`config.mk`:
```
export PLATFORM = sky130hd
export DESIGN_NAME = text_telemetry_line_parser
export DESIGN_NICKNAME = d
export VERILOG_FILES = /design/src/rtl/core/ttlp_pkg.sv /design/src/rtl/core/ttlp_parser.sv /design/src/rtl/core/ttlp_scale.sv /design/src/rtl/core/text_telemetry_line_parser.sv
export VERILOG_INCLUDE_DIRS = /design/src /design/src/rtl/core
export SDC_FILE = /design/constraint.sdc
export NUM_CORES = 1
export LEC_CHECK = 0
export ABC_AREA = 0
export BUFFER_PORTS_ARGS = -buffer_cell sky130_fd_sc_hd__buf_2
export CORE_MARGIN = 5
export CORE_UTILIZATION = 55
export DETAILED_ROUTE_END_ITERATION = 10
export GPL_TIMING_DRIVEN = 0
export PLACE_DENSITY_LB_ADDON = 0.05
export SKIP_CTS_REPAIR_TIMING = 1
export SLEW_MARGIN = 0
export SYNTH_ARGS = -nofsm -noshare
export SYNTH_HDL_FRONTEND = slang
export SYNTH_SLANG_ARGS = --single-unit
```
`constraint.sdc`:
```
create_clock -name clk_i -period 7.2 [get_ports clk_i]
set_input_delay 0.36 -clock clk_i [delete_from_list [all_inputs] [get_ports clk_i]]
set_output_delay 0.36 -clock clk_i [all_outputs]
set_load 0.005 [all_outputs]
```
`src/rtl/core/text_telemetry_line_parser_assert.svh`:
```
// Assertion macros shared by the line parser RTL.
// Simulation builds get concurrent assertions; synthesis builds get nothing.
`ifndef TEXT_TELEMETRY_LINE_PARSER_ASSERT_SVH
`define TEXT_TELEMETRY_LINE_PARSER_ASSERT_SVH

`ifndef SYNTHESIS

// Property that must hold at every clock edge outside reset.
`define TTLP_ASSERT(label, clk, rst_n, prop, msg) \
  label: assert property (@(posedge clk) disable iff (!rst_n) (prop)) else $error(msg);

// Implication checked in the same cycle.
`define TTLP_ASSERT_IMPL(label, clk, rst_n, ante, cons, msg) \
  label: assert property (@(posedge clk) disable iff (!rst_n) (ante) |-> (cons)) \
    else $error(msg);

// Implication checked in the next cycle.
`define TTLP_ASSERT_NEXT(label, clk, rst_n, ante, cons, msg) \
  label: assert property (@(posedge clk) disable iff (!rst_n) (ante) |=> (cons)) \
    else $error(msg);

`else

`define TTLP_ASSERT(label, clk, rst_n, prop, msg)
`define TTLP_ASSERT_IMPL(label, clk, rst_n, ante, cons, msg)
`define TTLP_ASSERT_NEXT(label, clk, rst_n, ante, cons, msg)

`endif

`endif

```
`src/rtl/core/ttlp_pkg.sv`:
```
// Package of the telemetry line parser: character codes, quantity codes,
// scaling constants and the structs passed between the parser and the scaler.
// No dependencies.
package ttlp_pkg;

  localparam int unsigned VALUE_BITS_DEF = 24;
  localparam int unsigned KEY_CHARS_DEF  = 3;

  // Result field widths.
  localparam int unsigned QTY_W   = 3;
  localparam int unsigned MAG_W   = 24;
  localparam int unsigned WHOLE_W = 15;
  localparam int unsigned HUND_W  = 7;
  localparam int unsigned OUT_W   = QTY_W + MAG_W + 1 + WHOLE_W + HUND_W;
  localparam int unsigned OUT_TDATA_W = ((OUT_W + 7) / 8) * 8;

  // Exact division by 1000 of any 32-bit value: (x * RECIP_1000) >> RECIP_SHIFT.
  localparam int unsigned DIV_W       = 32;
  localparam int unsigned RECIP_W     = 29;
  localparam logic [RECIP_W-1:0] RECIP_1000 = 29'd274877907;
  localparam int unsigned RECIP_SHIFT = 38;
  localparam int unsigned PROD_W      = DIV_W + RECIP_W;
  // The remainder is below 1000, so ten low bits carry it exactly.
  localparam int unsigned REM_W       = 10;
  localparam logic [REM_W-1:0] THOUSAND = 10'd1000;
  // Exact division by 10 for values below 1029: (r * 205) >> 11.
  localparam int unsigned TEN_MUL_W   = 18;
  localparam logic [TEN_MUL_W-1:0] RECIP_10 = 18'd205;
  localparam int unsigned TEN_SHIFT   = 11;

  // Characters.
  localparam logic [7:0] CH_TAB   = 8'h09;
  localparam logic [7:0] CH_NL    = 8'h0A;
  localparam logic [7:0] CH_VT    = 8'h0B;
  localparam logic [7:0] CH_FF    = 8'h0C;
  localparam logic [7:0] CH_CR    = 8'h0D;
  localparam logic [7:0] CH_SP    = 8'h20;
  localparam logic [7:0] CH_PLUS  = 8'h2B;
  localparam logic [7:0] CH_MINUS = 8'h2D;
  localparam logic [7:0] CH_0     = 8'h30;
  localparam logic [7:0] CH_9     = 8'h39;
  localparam logic [7:0] CH_C     = 8'h43;
  localparam logic [7:0] CH_I     = 8'h49;
  localparam logic [7:0] CH_P     = 8'h50;
  localparam logic [7:0] CH_S     = 8'h53;
  localparam logic [7:0] CH_V     = 8'h56;

  typedef enum logic [QTY_W-1:0] {
    QTY_BATT_V   = 3'd0,
    QTY_PANEL_V  = 3'd1,
    QTY_PANEL_P  = 3'd2,
    QTY_CURRENT  = 3'd3,
    QTY_CHARGE_S = 3'd4
  } quantity_e;

  // Line result handed from the parser to the scaler.
  typedef struct packed {
    logic      valid;
    quantity_e qty;
    logic      neg;
  } line_res_t;

  // Payload of the first scaler stage.
  typedef struct packed {
    quantity_e          qty;
    logic               neg;
    logic [MAG_W-1:0]   mag;
    logic [WHOLE_W-1:0] whole;
    logic [REM_W-1:0]   x_low;
  } quot_stg_t;

  // Payload of the second scaler stage.
  typedef struct packed {
    quantity_e          qty;
    logic               neg;
    logic [MAG_W-1:0]   mag;
    logic [WHOLE_W-1:0] whole;
    logic [REM_W-1:0]   rem;
  } rem_stg_t;

endpackage

```
`src/rtl/core/ttlp_parser.sv`:
```
// Per-line parser state: gathers the key, reads the value like atol and
// reports a recognized line at its newline. Depends on ttlp_pkg.
`include "text_telemetry_line_parser_assert.svh"

module ttlp_parser #(
  parameter int unsigned VALUE_BITS = ttlp_pkg::VALUE_BITS_DEF,
  parameter int unsigned KEY_CHARS  = ttlp_pkg::KEY_CHARS_DEF
) (
  input  logic                  clk_i,
  input  logic                  rst_ni,
  input  logic                  byte_en_i,
  input  logic [7:0]            byte_i,
  output ttlp_pkg::line_res_t   res_o,
  output logic [VALUE_BITS-1:0] mag_o
);
  import ttlp_pkg::*;

  localparam int unsigned KLW = $clog2(KEY_CHARS + 2);
  localparam logic [KLW-1:0] KEY_LEN_MAX  = KLW'(KEY_CHARS);
  localparam logic [KLW-1:0] KEY_LEN_LONG = KLW'(KEY_CHARS + 1);
  localparam int unsigned PW = VALUE_BITS + 4;

  logic [7:0]            key_chars_q [KEY_CHARS];
  logic [7:0]            key_chars_d [KEY_CHARS];
  logic [KLW-1:0]        key_len_q, key_len_d;
  logic                  in_value_q, in_value_d;
  logic                  started_q, started_d;
  logic                  done_q, done_d;
  logic                  minus_q, minus_d;
  logic [VALUE_BITS-1:0] acc_q, acc_d;

  logic          is_digit, is_blank, is_sign, is_nl;
  logic [PW-1:0] acc_x10;
  logic          key_ok;
  quantity_e     key_qty;

  assign is_nl    = (byte_i == CH_NL);
  assign is_digit = (byte_i >= CH_0) && (byte_i <= CH_9);
  assign is_blank = (byte_i == CH_SP) || (byte_i == CH_CR) ||
                    (byte_i == CH_VT) || (byte_i == CH_FF);
  assign is_sign  = (byte_i == CH_PLUS) || (byte_i == CH_MINUS);

  // acc * 10 + digit, never wider than four extra bits.
  assign acc_x10 = PW'({acc_q, 3'b000}) + PW'({acc_q, 1'b0}) + PW'(byte_i[3:0]);

  // Keys are at most three characters long, so only the first three matter.
  always_comb begin
    key_ok  = 1'b1;
    key_qty = QTY_BATT_V;
    if (key_len_q == KLW'(1) && key_chars_q[0] == CH_V) begin
      key_qty = QTY_BATT_V;
    end else if (key_len_q == KLW'(3) && key_chars_q[0] == CH_V &&
                 key_chars_q[1] == CH_P && key_chars_q[2] == CH_V) begin
      key_qty = QTY_PANEL_V;
    end else if (key_len_q == KLW'(3) && key_chars_q[0] == CH_P &&
                 key_chars_q[1] == CH_P && key_chars_q[2] == CH_V) begin
      key_qty = QTY_PANEL_P;
    end else if (key_len_q == KLW'(1) && key_chars_q[0] == CH_I) begin
      key_qty = QTY_CURRENT;
    end else if (key_len_q == KLW'(2) && key_chars_q[0] == CH_C &&
                 key_chars_q[1] == CH_S) begin
      key_qty = QTY_CHARGE_S;
    end else begin
      key_ok = 1'b0;
    end
  end

  always_comb begin
    res_o.valid = byte_en_i && is_nl && in_value_q && key_ok;
    res_o.qty   = key_qty;
    res_o.neg   = minus_q && (acc_q != '0);
  end
  assign mag_o = acc_q;

  always_comb begin
    key_chars_d = key_chars_q;
    key_len_d   = key_len_q;
    in_value_d  = in_value_q;
    started_d   = started_q;
    done_d      = done_q;
    minus_d     = minus_q;
    acc_d       = acc_q;
    if (byte_en_i) begin
      if (is_nl) begin
        for (int i = 0; i < KEY_CHARS; i++) begin
          key_chars_d[i] = '0;
        end
        key_len_d  = '0;
        in_value_d = 1'b0;
        started_d  = 1'b0;
        done_d     = 1'b0;
        minus_d    = 1'b0;
        acc_d      = '0;
      end else if (!in_value_q) begin
        if (byte_i == CH_TAB) begin
          in_value_d = 1'b1;
        end else if (key_len_q < KEY_LEN_MAX) begin
          for (int i = 0; i < KEY_CHARS; i++) begin
            if (KLW'(i) == key_len_q) begin
              key_chars_d[i] = byte_i;
            end
          end
          key_len_d = key_len_q + KLW'(1);
        end else begin
          key_len_d = KEY_LEN_LONG;
        end
      end else if (byte_i == CH_TAB) begin
        // A tab separates pairs, so it closes the first value.
        done_d = 1'b1;
      end else if (!done_q) begin
        if (is_digit) begin
          started_d = 1'b1;
          if (acc_x10[PW-1:VALUE_BITS] != '0) begin
            acc_d = '1;
          end else begin
            acc_d = acc_x10[VALUE_BITS-1:0];
          end
        end else if (!started_q && is_blank) begin
          acc_d = acc_q;
        end else if (!started_q && is_sign) begin
          started_d = 1'b1;
          minus_d   = (byte_i == CH_MINUS);
        end else begin
          done_d = 1'b1;
        end
      end
    end
  end

  always_ff @(posedge clk_i or negedge rst_ni) begin
    if (!rst_ni) begin
      for (int i = 0; i < KEY_CHARS; i++) begin
        key_chars_q[i] <= '0;
      end
      key_len_q  <= '0;
      in_value_q <= 1'b0;
      started_q  <= 1'b0;
      done_q     <= 1'b0;
      minus_q    <= 1'b0;
      acc_q      <= '0;
    end else begin
      key_chars_q <= key_chars_d;
      key_len_q   <= key_len_d;
      in_value_q  <= in_value_d;
      started_q   <= started_d;
      done_q      <= done_d;
      minus_q     <= minus_d;
      acc_q       <= acc_d;
    end
  end

  `TTLP_ASSERT(a_key_len_range, clk_i, rst_ni, key_len_q <= KEY_LEN_LONG, "key length out of range")
  `TTLP_ASSERT_NEXT(a_nl_clears, clk_i, rst_ni, byte_en_i && is_nl, !in_value_q && key_len_q == '0 && acc_q == '0, "newline did not clear line state")
  `TTLP_ASSERT_IMPL(a_minus_needs_start, clk_i, rst_ni, minus_q, started_q && in_value_q, "minus flag without a started value")

endmodule

```
`src/rtl/core/ttlp_scale.sv`:
```
// Three-stage scaling pipeline: magnitude / 1000, remainder, remainder / 10,
// ending in the output register. Depends on ttlp_pkg.
`include "text_telemetry_line_parser_assert.svh"

module ttlp_scale #(
  parameter int unsigned VALUE_BITS = ttlp_pkg::VALUE_BITS_DEF
) (
  input  logic                          clk_i,
  input  logic                          rst_ni,
  input  ttlp_pkg::line_res_t           res_i,
  input  logic [VALUE_BITS-1:0]         mag_i,
  output logic                          take_o,
  output logic                          out_valid_o,
  input  logic                          out_ready_i,
  output logic [ttlp_pkg::OUT_W-1:0]    out_data_o
);
  import ttlp_pkg::*;

  logic      v1_q, v2_q, v3_q;
  logic      en1, en2, en3;
  quot_stg_t s1_q, s1_d;
  rem_stg_t  s2_q, s2_d;
  logic [OUT_W-1:0] s3_q, s3_d;

  logic [DIV_W-1:0]     x32;
  logic [PROD_W-1:0]    prod;
  logic [TEN_MUL_W-1:0] hmul;

  // A stage moves on when it is empty or its successor moves on.
  assign en3    = !v3_q || out_ready_i;
  assign en2    = !v2_q || en3;
  assign en1    = !v1_q || en2;
  assign take_o = en1;

  always_comb begin
    x32         = DIV_W'(mag_i);
    prod        = PROD_W'(x32) * PROD_W'(RECIP_1000);
    s1_d.qty    = res_i.qty;
    s1_d.neg    = res_i.neg;
    s1_d.mag    = MAG_W'(x32);
    s1_d.whole  = prod[RECIP_SHIFT +: WHOLE_W];
    s1_d.x_low  = x32[REM_W-1:0];
  end

  // The remainder is below 1000, so arithmetic modulo 1024 is exact.
  always_comb begin
    s2_d.qty   = s1_q.qty;
    s2_d.neg   = s1_q.neg;
    s2_d.mag   = s1_q.mag;
    s2_d.whole = s1_q.whole;
    s2_d.rem   = REM_W'(s1_q.x_low - REM_W'(s1_q.whole[REM_W-1:0] * THOUSAND));
  end

  always_comb begin
    hmul = TEN_MUL_W'(s2_q.rem) * RECIP_10;
    s3_d = {hmul[TEN_SHIFT +: HUND_W], s2_q.whole, s2_q.neg, s2_q.mag, s2_q.qty};
  end

  always_ff @(posedge clk_i or negedge rst_ni) begin
    if (!rst_ni) begin
      v1_q <= 1'b0;
      v2_q <= 1'b0;
      v3_q <= 1'b0;
    end else begin
      if (en1) begin
        v1_q <= res_i.valid;
      end
      if (en2) begin
        v2_q <= v1_q;
      end
      if (en3) begin
        v3_q <= v2_q;
      end
    end
  end

  always_ff @(posedge clk_i) begin
    if (en1) begin
      s1_q <= s1_d;
    end
    if (en2) begin
      s2_q <= s2_d;
    end
    if (en3) begin
      s3_q <= s3_d;
    end
  end

  assign out_valid_o = v3_q;
  assign out_data_o  = s3_q;

  `TTLP_ASSERT_IMPL(a_rem_range, clk_i, rst_ni, v2_q, s2_q.rem < THOUSAND, "remainder not below 1000")
  `TTLP_ASSERT_IMPL(a_hund_range, clk_i, rst_ni, v3_q, s3_q[OUT_W-1 -: HUND_W] <= HUND_W'(99), "hundredths above 99")
  `TTLP_ASSERT_NEXT(a_out_held, clk_i, rst_ni, v3_q && !out_ready_i, v3_q, "stalled result dropped")

endmodule

```
`src/rtl/core/text_telemetry_line_parser.sv`:
```
// Top level of the telemetry text line parser.
// Depends on ttlp_pkg, ttlp_parser and ttlp_scale.
//
//  Channel   Dir  Signals                 Contents
//  s_axis    in   tvalid/tready/tdata[8]  one received character per transfer
//  m_axis    out  tvalid/tready/tdata[56] one decoded line per transfer
//
// A byte can be accepted in every cycle while s_axis_tready is high.
// After its newline a recognized line is registered in turn after the
// divide-by-1000 multiply, after the remainder and after the divide by ten
// into the output register.
// Reset clears the line state and all pipeline valid flags at once.
// A stalled output holds its result; the stall walks back through the full
// pipeline stages, so s_axis_tready falls only when all three stages are full.
module text_telemetry_line_parser #(
  parameter int unsigned VALUE_BITS = ttlp_pkg::VALUE_BITS_DEF,
  parameter int unsigned KEY_CHARS  = ttlp_pkg::KEY_CHARS_DEF
) (
  input  logic                             clk_i,
  input  logic                             rst_ni,
  input  logic                             s_axis_tvalid,
  output logic                             s_axis_tready,
  input  logic [7:0]                       s_axis_tdata,  // [7:0] rx_byte
  output logic                             m_axis_tvalid,
  input  logic                             m_axis_tready,
  // [2:0] quantity, [26:3] raw_magnitude, [27] is_negative,
  // [42:28] whole_part, [49:43] hundredths, [55:50] zero
  output logic [ttlp_pkg::OUT_TDATA_W-1:0] m_axis_tdata
);
  import ttlp_pkg::*;

  line_res_t             line_res;
  logic [VALUE_BITS-1:0] line_mag;
  logic                  take;
  logic [OUT_W-1:0]      out_data;

  // The parser sees a byte only in the cycle of its transfer.
  ttlp_parser #(
    .VALUE_BITS(VALUE_BITS),
    .KEY_CHARS (KEY_CHARS)
  ) u_parser (
    .clk_i    (clk_i),
    .rst_ni   (rst_ni),
    .byte_en_i(s_axis_tvalid && take),
    .byte_i   (s_axis_tdata),
    .res_o    (line_res),
    .mag_o    (line_mag)
  );

  // Scaling pipeline with its own stall control; its first stage decides
  // whether a new byte, and so a possible result, can be taken.
  ttlp_scale #(
    .VALUE_BITS(VALUE_BITS)
  ) u_scale (
    .clk_i      (clk_i),
    .rst_ni     (rst_ni),
    .res_i      (line_res),
    .mag_i      (line_mag),
    .take_o     (take),
    .out_valid_o(m_axis_tvalid),
    .out_ready_i(m_axis_tready),
    .out_data_o (out_data)
  );

  assign s_axis_tready = take;
  assign m_axis_tdata  = OUT_TDATA_W'(out_data);

endmodule
```
# Yosys cells after proc, flatten, opt, wreduce, memory -nomap -nowiden
# Index checks and enable logic that the tools add are counted.
[op_classes]
add_sub_neg = 4
multipliers = 3
n_lt_le_gt_ge = 3
eq_ne = 26
muxes = 50
reduce_logical = 50
[ops]
columns = ["operator", "n"]
rows = [
  ["$mux 24", 10],
  ["$eq 8x7->1 const B", 7],
  ["$mul 24x29->53 const B", 1],
  ["$eq 8x4->1 const B", 5],
  ["$mux 1", 30],
  ["$add 27x25->28", 1],
  ["$add 28x4->28", 1],
  ["$eq 8x6->1 const B", 3],
  ["$mux 8", 3],
  ["$reduce_bool 24->1", 1],
  ["$reduce_and 5->1", 4],
  ["$logic_and 1x1->1", 18],
  ["$mul 10x8->18 const B", 1],
  ["$mux 3", 5],
  ["$reduce_bool 2->1", 7],
  ["$mul 10x7->7 const B", 1],
  ["$sub 10x10->10", 1],
  ["$ge 8x6->1 const B", 1],
  ["$le 8x6->1 const B", 1],
  ["$logic_or 1x1->1", 7],
  ["$reduce_and 7->1", 1],
  ["$eq 3x2->1 const B", 2],
  ["$ne 2x2->1 const B", 3],
  ["$reduce_and 6->1", 1],
  ["other kinds (16)", 21],
]
[totals]
reg_bits = 214
in_bits = 12
output_inout_bits = 58
word_cells = 161

# Longest topological paths before layout
# Gate-level depths: netlist of run 1.
[logic_depth]
ltp_word = 11
mapped_depth = 25
ltp_nobuf = 25

# Cells and area by module
# A second synthesis of run 1 with hierarchy kept.
[hier_totals]
cells_unflattened = 1814
hier_area_um2 = 20577.2
[modules_own_cells]
columns = ["mod", "instances", "cells_per_inst", "area_per_inst_um2", "seq_area_each_um2"]
rows = [
  ["ttlp_scale", 1, 1358, 16226.8, 4369.2],
  ["ttlp_parser", 1, 448, 4295.4, 1376.3],
  ["text_telemetry_line_parser", 1, 8, 55.1, 0.0],
]

# Worst setup path after synthesis of run 1
# OpenSTA, ideal clock, no wires.
[synth_path]
path_kind = "register to register"
startpoint = "register u_parser.acc_q[6] (netlist: u_parser.mag_o[6])"
endpoint = "register u_scale.s1_q[17] in the netlist's numbering (data pin)"
setup_ns = 0.258
t_arrival_ns = 6.340
t_required_ns = 6.942
path_slack_ns = 0.602
stages_incl_launch_ff = 23
path_buffers = 0
synth_period_minus_slack_ns = 6.598
cell_sequence = "dfrtp_1 > inv_1 > ha_1 > fa_1 > inv_1 > fa_1 > inv_1 > fa_1 > fa_1 > fa_1 > inv_1 > fa_1 > inv_1 > ha_1 > a211oi_1 > nor2_1 > a2111oi_0 > a2111oi_0 > nand3_1 > nand2_1 > a21oi_1 > o21ai_1 > xnor2_1"
[synth_via]
elab_chain_len = 1
[synth_lines]
columns = ["item", "line", "rtl"]
rows = [
  ["start: declaration", "ttlp_parser.sv:30", "logic [VALUE_BITS-1:0] acc_q, acc_d;"],
  ["start signal: assignment", "ttlp_parser.sv:140", "acc_q <= '0;"],
  ["start signal: assignment", "ttlp_parser.sv:148", "acc_q <= acc_d;"],
  ["$mul 24x29->53", "ttlp_scale.sv:37", "prod = PROD_W'(x32) * PROD_W'(RECIP_1000);"],
  ["named net u_scale.prod[45]", "ttlp_scale.sv:26", "logic [PROD_W-1:0] prod;"],
  ["end signal: assignment", "ttlp_scale.sv:79", "s1_q <= s1_d;"],
  ["end: declaration", "ttlp_scale.sv:21", "quot_stg_t s1_q, s1_d;"],
]
# The timed path passes the listed nets, and every way through them passes these cells.
# A chain may end at the register's enable or synchronous reset.

# Worst setup path in the final report of run 1
[layout_path]
startpoint = "register u_parser.acc_q[13] (netlist: u_parser.mag_o[13])"
endpoint = "register u_scale.s1_q[19] in the netlist's numbering (data pin)"
# Same word-level chain as after synthesis.

==> flow_summary.yaml, run 1 <==
cells_and_area:
  nFillCells: 3041
  num_antenna_cells: 0
  design_area_mm2: 0.0222
  syn2layout_area_growth_pct: 9.44
  final_net_count: 2518
  drive_gt1_share_pct: 10.7
drt:
  finalWirelength_um: 45300
  drt_iter0_markers: 517
  drc: 0
  drt_pass1_iterations: 5
  vias: 12800
  detail_route.wl_per_cell_um: 19.1
  ant_nets: 0
  viasPerCell: 5.38
setup_path:
  rr_worst_depth: 22
  critPathMaxFanout: 7
  cp-start-kind: "register"
  arrival_ns: 7.24
  crit_path_end_kind: "register"
  criticalPathCategory: "reg -> reg"
  cp.required_ns: 7.42
floorplan:
  core_area_mm2: 0.0364
  die_w_um: 202
  pin_count: 70
  die_h_um: 202
  dieArea_mm2: 0.0407
  rows: 70
  initial_utilization_pct: 55.6
sta:
  tightest_slew_ns: 0.973
  slew_headroom_pct: 34.6
  hold_violations: 58
  fmax_ghz: 0.142
  setup_violations: 0
  timing.final.crit_share_pct: 97.5
  clock_skew_ns: 0.00694
  timing.hold.ws_ns: -0.0394
  final_max_slew_viol_count: 0
  rsz0062_at_grt: "yes"
  post-route-min-period_ns: 7.02
logic_synthesis:
  synth.yosys.warnings: 0
  yosysUniqueCellTypes: 74
  synth-edff-count: 143
  yosys.area.top_type_share_pct: 23.9
  synth.ff_latch_count: 201
  avgSynthCellArea_um2: 11.4
  synth.area.top_cells: "ha_1 24%, fa_1 22%, edfxtp_1 21%"
  syn_inst: 1780
  yosysMostFrequentCell: "inv_1"
  yosys.area.top_type: "ha_1"
  ys.flop_type: "edfxtp_1"
  synth.yosys.seq_area_share_pct: 28.4
  synth_area_mm2: 0.0202
  synth-async-reset-ratio_pct: 28.9
  synth_commonest_cells: "405 x inv_1, 387 x ha_1, 224 x fa_1"
clock_network:
  clkLatencyLatePin_ns: 0.47
  clock_path_buffers: 3
  cts_inserted_buffers: 19
  clk_pin_slew_ns: 0.06
  root_buffer: "clkbuf_16"
  htreeDepth: 1
  cts_tree: "yes"
  clkSinkCount: 201
global_routing:
  grt_antenna_before_repair: 1
  gr-total-overflow: 0
  grt_pass1_wl_um: 72700
  grt_pass1_vias: 13200
  grt_start_max_net_pins: 59
  grt_usage_pct: 22.6
run:
  maxCapViolations: 0
status:
  violations: "hold timing"
  status: "complete, but fails checks"
place:
  dpl-instance-area_mm2: 0.0212
  place.gp.congestion: 0.929
  port_buffers: 63
  dp_hpwl_um: 37000
worst_hold_path:
  min_path_type: "in -> async"
## sequential cells by signal (all words and copies together) (netlist names), 3 cells and up
name and flops:
u_parser.key_chars_q 24, u_scale.s2_q 50, u_parser.mag_o 24, u_scale.out_data_o 50, u_parser.key_len_q 3, u_scale.s1_q 43
## worst max-delay path, stage by stage (launching register included)
cell and delay [ns]:
dfrtp_4 0.53, clkinvlp_4 0.18, ha_1 0.34, inv_1 0.11
fa_1 0.49, inv_1 0.06, fa_1 0.52, inv_1 0.05
fa_1 0.46, fa_1 0.50, fa_1 0.55, inv_1 0.06
fa_1 0.56, inv_1 0.06, ha_1 0.33, a211o_1 0.30
a2111oi_4 0.48, o2111ai_4 0.29, nand3_4 0.17, nand2_2 0.11
a211o_1 0.38, a21oi_2 0.16, xnor2_1 0.07
## cell type report
| class | count | area [µm²] | share of cell area (%) |
|---|---|---|---|
| multi-input combinational | 1161 | 13000 | 58.6 |
| clock buffer | 27 | 537 | 2.42 |
| clock inverter | 6 | 57.6 | 0.260 |
| inverter | 405 | 1530 | 6.90 |
| tap | 468 | 586 | 2.64 |
| sequential | 201 | 5790 | 26.1 |
| buffer | 18 | 109 | 0.491 |
| timing repair buffer | 89 | 563 | 2.54 |
## final timing paths
check                                   start                  endpoint  slack, ns
max                        u_parser.mag_o[13]          u_scale.s1_q[19]       0.18
min                                    rst_ni   u_parser.key_chars_q[5]      -0.04
max reg2reg                u_parser.mag_o[13]          u_scale.s1_q[19]       0.18
min reg2reg                  u_scale.s1_q[52]          u_scale.s2_q[52]       0.42
max in group asynchronous              rst_ni        u_parser.mag_o[22]       6.65
min in group clk_i            s_axis_tdata[7]  u_parser.key_chars_q[15]       0.20
## per-layer routing
layer	share of wire (%)	vias to the layer above	GRT usage [%]
met3	4.3	79	2.31
met5	0	-	0
met2	48	249	38.1
met4	4.1	0	8.06
li1	-	6152	-
met1	43	6309	30.6
## cell families (layout without fill, tap and decap cells)
family	count (synthesis)	after routing	synth area share (%)
simple gates	218	218	5.60
fa+ha+maj	611	611	46.1
other cells	1	6	0.0185
mux	27	27	1.51
buf+inv	423	545	8.05
compound gates	240	240	7.83
flops	201	201	28.4
xor+xnor	59	59	2.55
## through the flow
step / hold slack (ns) / setup slack [ns] / setup TNS (ns) / util (%) / instances
floorplan: 0.0644 / 0.602 / 0 / - / 1785
global placement: 0.402 / -1.56 / -18.62 / 58.1 / 2316
detailed placement: 0.405 / -1.44 / -17.63 / 58.3 / 2319
CTS: 0.181 / -1.51 / -18.45 / 59.9 / 2352
global route: 0.00889 / -0.0330 / -0.0650 / 60.8 / 2375
finish: -0.0394 / 0.180 / 0 / 60.8 / 2375
## cell usage in the layout, fill, tap and decap left out, types with 7 or more instances in the layout
master       n
a211oi_1     8
a21o_1      33
a21oi_1     57
a21oi_2     25
a31oi_1      7
and3_1       7
buf_2       64
buf_4       28
clkbuf_1    13
clkbuf_16   20
dfrtp_1     39
dfrtp_2     11
dfrtp_4      8
edfxtp_1   143
fa_1       224
ha_1       386
inv_1      402
mux2_1      22
nand2_1     51
nand3_1     19
nand4_1     10
nor2_1      47
nor2b_1      9
nor3_1      14
o21a_1      11
o21ai_0     47
o21ai_1      8
or2_2        7
or3_1        8
xnor2_1     34
xor2_1      25
Power of run 1 is not shown: default switching activity piles up to over one toggle a cycle in this logic, so the estimate is an artifact.
==> run 2, diff against run 1 <==
SYNTH_HIERARCHICAL = 1   (was not set)
==> run 2 against run 1 <==
The flow now finishes without violations. Hold slack better by 0.22 ns. Clock-buffer cell count unchanged. First-iteration DRC count down 0.19%. Wire length down 1.4%. Register-to-register slack better by 0.02 ns. Critical path depth up 1. Synthesized area up 1.6%. Fmax up 0.31%. Critical endpoint is now u_scale/s1_q[11].
==> flow_summary.yaml, run 2 <==
status:
  status: "complete, no violations"
cells_and_area:
  layout_common_cells: "397 x inv_1, 383 x ha_1, 224 x fa_1"
  drive_gt1_share_pct: 11.2
  post-route-util_pct: 60.8
  syn2layout_area_growth_pct: 8.70
  mostFrequentLayoutCell: "inv_1"
  final_net_count: 2535
  num_antenna_cells: 0
logic_synthesis:
  synth_commonest_cells: "398 x inv_1, 385 x ha_1, 224 x fa_1"
  synthAdderAreaFrac_pct: 45.2
  yosysUniqueCellTypes: 90
  yosys.area.top_type: "ha_1"
  synth.yosys.warnings: 6
  synth.yosys.seq_area_share_pct: 27.9
  synth.area.mux_share_pct: 1.37
  yosysMostFrequentCell: "inv_1"
  synth-simple-area-share_pct: 6.79
  synth.area.top_cells: "ha_1 23%, fa_1 22%, edfxtp_1 21%"
  avgSynthCellArea_um2: 11.3
  ys.flop_type: "edfxtp_1"
  synth_compound_area_share_pct: 8.14
  synth-xor-area-share_pct: 2.51
  syn_inst: 1814
  synth_area_mm2: 0.0206
  synth_top_family_by_area: "adder cells"
  yosys.area.top_type_share_pct: 23.4
  synth-async-reset-ratio_pct: 28.9
  synth.ff_latch_count: 201
  synth-edff-count: 143
sta:
  final_max_slew_viol_count: 0
  post-route-min-period_ns: 7.00
  timing.final.crit_share_pct: 97.2
  slew_headroom_pct: 33.1
  finalWorstSetupSlack_ns: 0.201
  timing.hold.ws_ns: 0.178
  fmax_ghz: 0.143
  tightest_slew_ns: 0.995
  setup_violations: 0
  clock_skew_ns: 0.0231
  hold_violations: 0
drt:
  detail_route.wl_per_cell_um: 18.7
  ant_nets: 0
  viasPerCell: 5.48
  finalWirelength_um: 44700
  drt_pass1_iterations: 5
  vias: 13100
  drc: 0
  drt_iter0_markers: 516
setup_path:
  crit_chain: "fa_1 > inv_1 > fa_1 > inv_1 > ha_1 > inv_1 > fa_1 > fa_1 > inv_1 > fa_1 > inv_1 > fa_1 > inv_1 > ha_1 > nand4_1 > nor2_4 > o2111ai_1 > a31oi_2 > o21ai_1 > a221oi_2 > buf_4 > nor2_1 > xnor2_1"
  cp.required_ns: 7.45
  max_stage_delay_ns: 0.60
  cp_top_family: "adder cells"
  arrival_ns: 7.25
  crit_path_end_kind: "register"
  criticalPathCategory: "reg -> reg"
  cp-startpoint: "u_parser/mag_o[12]"
  cp-start-kind: "register"
  crit_slowest_cell: "dfrtp_4"
  critPathMaxFanout: 13
  rr_startpoint: "u_parser/mag_o[12]"
  worst-path-buf-inv: 7
floorplan:
  rows: 70
  die_h_um: 203
  initial_utilization_pct: 55.9
  die_w_um: 203
  pin_count: 70
  core_area_mm2: 0.0368
  dieArea_mm2: 0.0414
clock_network:
  clock_path_buffers: 3
  clk_pin_slew_ns: 0.07
  cts_inserted_buffers: 23
  cts_tree: "yes"
  clkSinkCount: 201
  root_buffer: "clkbuf_16"
  clkLatencyLatePin_ns: 0.52
  htreeDepth: 1
place:
  dp_hpwl_um: 37000
  place.gp.congestion: 0.924
  port_buffers: 62
  dp_slack_ns: -0.602
power:
  p_leak_uw: 0.0126
  total_power_uw: 2590
  powerDensity_mw_per_mm2: 116
  ir_worst_vdd_mv: 0.196
global_routing:
  grt_antenna_before_repair: 0
  grt_util_met3_pct: 3.86
  grt_pass1_wl_um: 72900
  met1_usage_pct: 30.6
  grt_pass1_vias: 13800
  grt_usage_pct: 22.3
  gr-total-overflow: 0
  use_met2_pct: 36.8
  busiest_layer: "met2"
  grt_start_max_net_pins: 59
worst_hold_path:
  min_path_type: "in -> reg"
  min_from: "s_axis_tdata[7]"
run:
  maxCapViolations: 0
[run 2: cell types whose count changed in the layout (fill, tap and decap cells not counted), sizes merged, moves of 5 or more]
cell,delta
buf,-17
xnor2,+8
nand2,+23
xor2,-8
nand4,+5
o21ai,-18
o21a,-6
nor2,-8
a22oi,+22
or3,-5
nand2b,+9
nor4,+7
a211oi,-5
[run 2: stage by stage]
step | std cells | cell area [µm²] | TNS (ns)
2_1_floorplan | 1819 | 20600 | 0
3_3_place_gp | 2349 | 21500 | -1.47
3_5_place_dp | 2355 | 21600 | -1.67
4_1_cts | 2393 | 22300 | -2.03
5_1_grt | 2395 | 22400 | -0.00880
6_report | 2395 | 22400 | 0
[run 2: cells by family after synthesis]
family,count (synthesis)
xor gates and xnor gates,59
and+or+nand+nor,256
other,1
AOI/OAI and AO/OA,243
DFF,201
buffers and inverters,420
adders and majority gates,609
muxes,25
[run 2: final timing paths]
| kind | cells after the start | slack (ns) | to |
|---|---|---|---|
| worst max-delay path | 23 | 0.20 | u_scale/s1_q[11] |
| worst min-delay path | 2 | 0.18 | u_parser/key_chars_q[15] |
| worst max register to register | 23 | 0.20 | u_scale/s1_q[11] |
| worst min register to register | 0 | 0.41 | u_scale/s2_q[37] |
| max in group asynchronous | 2 | 6.16 | u_parser/mag_o[6] |
| min in group asynchronous | 2 | 0.46 | u_parser/mag_o[12] |
[run 2: layer usage]
metal,vias up,share of wire (%)
met5,-,0
met4,0,3.2
met3,83,4.9
met2,265,48
met1,6473,44
li1,6304,-
[run 2: cell type report]
class                   count  area [µm²]
repair buffers             70         425
well taps                 468         586
fillers                  3076       14400
inverters                 399        1500
plain buffers              21         160
multi-input cells        1198       13200
clock inverters            11        90.1
clock buffers              27         601
flip-flops and latches    201        5780
[run 2: power breakdown]
part,switching (µW),leakage [µW],internal [µW]
Combinational,86.3,0.00972,88.6
Clock,456,0.000333,630
Sequential,45.8,0.00252,1280
Total,588,0.0126,2000
No activity file was read; power rests on OpenSTA's default activity.
